===== src/design/message_slot_queue_manager_unit_defines.svh =====
// ----------------------------------------------------------------------------
// message_slot_queue_manager_unit_defines
// Assertion macros used by the mailbox sequencer.
// ----------------------------------------------------------------------------
`ifndef MESSAGE_SLOT_QUEUE_MANAGER_UNIT_DEFINES_SVH
`define MESSAGE_SLOT_QUEUE_MANAGER_UNIT_DEFINES_SVH
`define MSQ_ASSERT_IMPL(label, clk, rst, a, c) \
  label: assert property (@(posedge clk) disable iff (rst) (a) |-> (c)) \
    else $error("assertion failed");
`define MSQ_ASSERT_NEXT(label, clk, rst, a, c) \
  label: assert property (@(posedge clk) disable iff (rst) (a) |=> (c)) \
    else $error("assertion failed");
`endif


===== src/design/msqm_pkg.sv =====
// ----------------------------------------------------------------------------
// msqm_pkg
// Status codes and command types shared by the mailbox controller and datapath.
// ----------------------------------------------------------------------------
package msqm_pkg;
  localparam logic [2:0] ST_OK        = 3'd0;
  localparam logic [2:0] ST_BAD_ARG   = 3'd1;
  localparam logic [2:0] ST_NO_SLOT   = 3'd2;
  localparam logic [2:0] ST_FULL      = 3'd3;
  localparam logic [2:0] ST_EMPTY     = 3'd4;
  localparam logic [2:0] ST_TOO_SMALL = 3'd5;
  localparam logic       OP_SEND      = 1'b0;
  localparam logic       OP_RECV      = 1'b1;
  localparam logic       CFG_NUM_RANKS   = 1'b0;
  localparam logic       CFG_MAX_PENDING = 1'b1;

  typedef struct packed {
    logic take;
    logic recv_start;
    logic recv_byte;
    logic recv_done;
  } msqm_cmd_t;

  typedef struct packed {
    logic recv_ok;
    logic recv_last;
    logic emit_busy;
  } msqm_stat_t;
endpackage


===== src/design/msqm_ctrl.sv =====
// ----------------------------------------------------------------------------
// msqm_ctrl
// Sequencer: takes items and steps a receive through its payload bytes.
// ----------------------------------------------------------------------------
module msqm_ctrl import msqm_pkg::*; (
  input  logic       clk,
  input  logic       rst,
  input  logic       in_valid,
  output logic       in_stall,
  input  logic       operation,
  input  logic       recv_go,
  input  msqm_stat_t stat,
  output msqm_cmd_t  cmd
);
  `include "message_slot_queue_manager_unit_defines.svh"
  typedef enum logic [1:0] {IDLE, READ, WAIT} state_t;
  state_t state;
  logic   last_issued;

  assign in_stall = (state != IDLE) || stat.emit_busy;
  assign cmd.take = in_valid && !in_stall;
  assign cmd.recv_start = cmd.take && operation == OP_RECV && recv_go;
  assign cmd.recv_byte = (state == READ) && !stat.emit_busy;
  assign cmd.recv_done = cmd.recv_byte && stat.recv_last;

  always_ff @(posedge clk) begin
    if (rst) begin
      state <= IDLE;
      last_issued <= 1'b0;
    end else begin
      case (state)
        IDLE: if (cmd.recv_start) state <= READ;
        READ: if (cmd.recv_done) state <= WAIT;
        WAIT: if (!stat.emit_busy) state <= IDLE;
        default: state <= IDLE;
      endcase
      last_issued <= cmd.recv_done;
    end
  end

  `MSQ_ASSERT_IMPL(a_no_take_busy, clk, rst, state != IDLE, !cmd.take)
  `MSQ_ASSERT_NEXT(a_start_reads, clk, rst, cmd.recv_start, state == READ)
  `MSQ_ASSERT_NEXT(a_done_waits, clk, rst, cmd.recv_done, state == WAIT && last_issued)
endmodule


===== config.mk =====
export PLATFORM = sky130hd
export DESIGN_NAME = msqm_ctrl
export DESIGN_NICKNAME = d
export VERILOG_FILES = /design/src/design/msqm_pkg.sv /design/src/design/msqm_ctrl.sv
export VERILOG_INCLUDE_DIRS = /design/src /design/src/design
export SDC_FILE = /design/constraint.sdc
export NUM_CORES = 1
export LEC_CHECK = 0
export ABC_CLOCK_PERIOD_IN_PS = 1200
export BUFFER_PORTS_ARGS = -buffer_cell sky130_fd_sc_hd__buf_2
export CORE_AREA = 2 2 39 41
export CTS_CLUSTER_SIZE = 20
export DETAILED_ROUTE_END_ITERATION = 8
export DIE_AREA = 0 0 41 43
export GPL_TIMING_DRIVEN = 0
export PLACE_DENSITY = 0.37
export SLEW_MARGIN = 30
export SYNTH_ARGS = -nofsm -noshare
export SYNTH_HDL_FRONTEND = slang
export SYNTH_SLANG_ARGS = --single-unit
export TNS_END_PERCENT = 20

===== constraint.sdc =====
create_clock -name clk -period 1.2 [get_ports clk]
set_input_delay 0.12 -clock clk [delete_from_list [all_inputs] [get_ports clk]]
set_output_delay 0.12 -clock clk [all_outputs]
set_load 0.02 [all_outputs]

==> summary.txt <==
Critical path
  – Critical Path Stages: 4
  – CP peak stage delay: 530 ps
  – Worst setup EP type: output pin
  – Worst Setup EP: cmd[2]
  – R2r setup slk: 150 ps
  – CP required: 1080 ps
  – CP delay by family, top: simple AND/OR/NAND/NOR gates
  – Crit path from: state[0]
  – Slowest cell on the critical path: or4b_4
  – CP Data Arrival Time: 1390 ps
  – Worst R2R End: state[0]
  – FF-to-FF path depth: 2
  – CP bufs+invs: 2
  – Critical Path Fanout Max: 2
  – R2R Path Start: state[0]
  – Critical path class: reg -> out
  – Worst setup SP type: register
  – Crit path cell chain: or4b_4 -> inv_4 -> and3_4 -> buf_6

Die
  – IO Count: 13
  – Die Height: 43 um
  – Die width: 41 um
  – # rows: 14
  – Die area: 1760 um^2
  – Initial Utilization: 9.49%
  – Core ar.: 1380 um^2

Place
  – IO buf count: 11
  – Pre-CTS setup slack: -139 ps
  – HPWL after detailed placement: 318 um
  – Routability cong.: 0.582

Final layout
  – Most frequent cells in the layout: 10 x buf_2, 3 x clkbuf_4, 2 x nand3b_1, 2 x dfxtp_2
  – Area growth from synthesis to layout: 92.4%
  – Largest register by flop count: state
  – Final core occ: 18.3%
  – Top Registers: state x2
  – Fraction of layout cells with a size suffix above 1: 70.0%
  – Commonest non-fill, non-tap cell in the layout: buf_2
  – Max reg flops: 2
  – Antenna Diode Count: 0
  – Fin nets: 40

Power and ir drop
  – Power, Total: 0.264 mW
  – Cell Pwr Density: 1040 nW/um^2
  – Peak VDD IR: 0.000165 V
  – Leak Pwr: 0.125 nW

Timing
  – Final Skew: 0.975 ps
  – Worst Slack Setup Final: -309 ps
  – Least-Margin Pin Slew: 209 ps
  – Hold Vio Cnt, Final: 0
  – Unrepaired setup endpoints after global routing: true
  – Period utilization: 126%
  – Slew Viols, Final: 0
  – Hold slack: 82.2 ps
  – Worst slew margin: 86.1%
  – Final setup fails: 3
  – Fin Setup TNS: -680 ps
  – Fmax: 0.663 GHz
  – Minimum clock period: 1510 ps

Global routing
  – M3 GR Usage: 4.19%
  – Initial antenna violation count: 0
  – Largest net degree at the start of global routing: 7
  – Grt total ovfl: 0
  – Met1 Track Usage GR: 2.88%
  – First-pass GRT wire length: 558 um
  – GR Util met2: 7.81%
  – GR peak layer: met4
  – Tot GR Track Use: 6.02%
  – Vias in the first global route: 159

Drt
  – Vias per inst: 3.65
  – Via count: 168
  – Final WL: 380 um
  – Pre-Repair DR Iteration Count: 1
  – Detail Route Antenna Nets: 0
  – DRC: 0
  – Drt wl/cell: 8.26 um
  – DR iter-0 viols: 0

Clock network
  – CTS H-tree depth: 1
  – Clk pin slew, worst setup/hold paths: 30 ps
  – Worst-skew pair later-pin latency: 220 ps
  – Root Buffer Master: clkbuf_4
  – TritonCTS buffer count: 3
  – Deepest clock path buffer count: 2
  – Hold buffer count at cts: 0
  – Clock Sinks: 2
  – TritonCTS clock tree: done

Synthesis
  – Syn nets: 23
  – Post-synthesis mux area share: 0%
  – Yosys warns: 0
  – Synth unique cells: 13
  – Register area share after synthesis: 30.5%
  – Main combinational cell family by area after synthesis: simple AND/OR/NAND/NOR gates
  – Register bit total from synthesis: 2
  – Syn Area/Cell: 8.76 um^2
  – Cell Area, Synth: 131 um^2
  – Synth Area in XOR/XNOR: 0%
  – Post-Synth Adder-Cell Area: 0%
  – Mapped Cells: 15
  – Complex-gate fraction of the synthesized area: 10.5%
  – Post-Synth Simple-Gate Area: 53.3%

Min path
  – Hold-critical path depth: 2
  – Hold WC Path Type: in -> reg

Run status
  – Status: finished, violations left
  – Violated checks: negative setup slack

Job
  – Max Cap Viol: 0
area by class of cell:
| type | count | area (um^2) |
|---|---|---|
| Tap cell | 16 | 20.0 |
| Multi-Input combinational cell | 11 | 88.8 |
| Clock buffer | 3 | 22.5 |
| Inverter | 2 | 10.0 |
| Fill cell | 171 | 1130 |
| Sequential cell | 2 | 42.5 |
| Timing Repair Buffer | 12 | 68.8 |
kinds of logic (layout without fill, tap and decap cells):
logic type	Yosys count	in the layout
simple gates	9	9
buf+inv	2	17
flops	2	2
compound gates	2	2
routing by layer:
layer / part of all wire, % / up-vias / routed length (um)
li1: - / 86 / -
met1: 27 / 79 / 102
met2: 64 / 3 / 245
met3: 8.4 / 0 / 32
met4: 0 / 0 / 0
met5: 0 / - / 0
synthesized netlist by cell type:
cell type | instances | area [um^2]
a21oi_1 | 1 | 5.00
nor2_1 | 1 | 3.75
dfxtp_1 | 2 | 40.0
nand2b_1 | 1 | 6.26
and3_1 | 1 | 6.26
or3_2 | 1 | 7.51
nor2b_1 | 1 | 6.26
nand3b_1 | 2 | 15.0
or4b_4 | 1 | 13.8
o32ai_1 | 1 | 8.76
nand4bb_1 | 1 | 11.3
inv_2 | 1 | 3.75
inv_1 | 1 | 3.75
per-stage QoR:
stage / instances / cell area, um^2
4_1_cts: 46 / 251
3_3_place_gp: 42 / 215
6_report: 46 / 253
5_1_grt: 46 / 253
2_1_floorplan: 15 / 140
3_5_place_dp: 42 / 215
timing repair:
action	CTS	global route
pin swaps	1	1
buffers inserted	1	0
endpoints found under the setup margin	3	3
resized for setup	2	1
hold endpoints to repair	0	0
power breakdown:
part           leakage [nW]  total, mW  internal (mW)  switching (mW)
Sequential           0.0172     0.0694         0.0686        0.000781
Clock                0.0138      0.148          0.110          0.0374
Combinational        0.0943     0.0467         0.0238          0.0229
Total                 0.125      0.264          0.203          0.0612
worst min path at each step:
stage	endpoint	slack, ps	from
2_1_floorplan	state[1]	190	rst
3_3_place_gp	state[1]	320	rst
3_5_place_dp	state[1]	320	rst
4_1_cts	state[1]	80	rst
5_1_grt	state[1]	90	rst
6_report	state[1]	80	rst
Note: power is estimated with default switching activity, not from simulation.
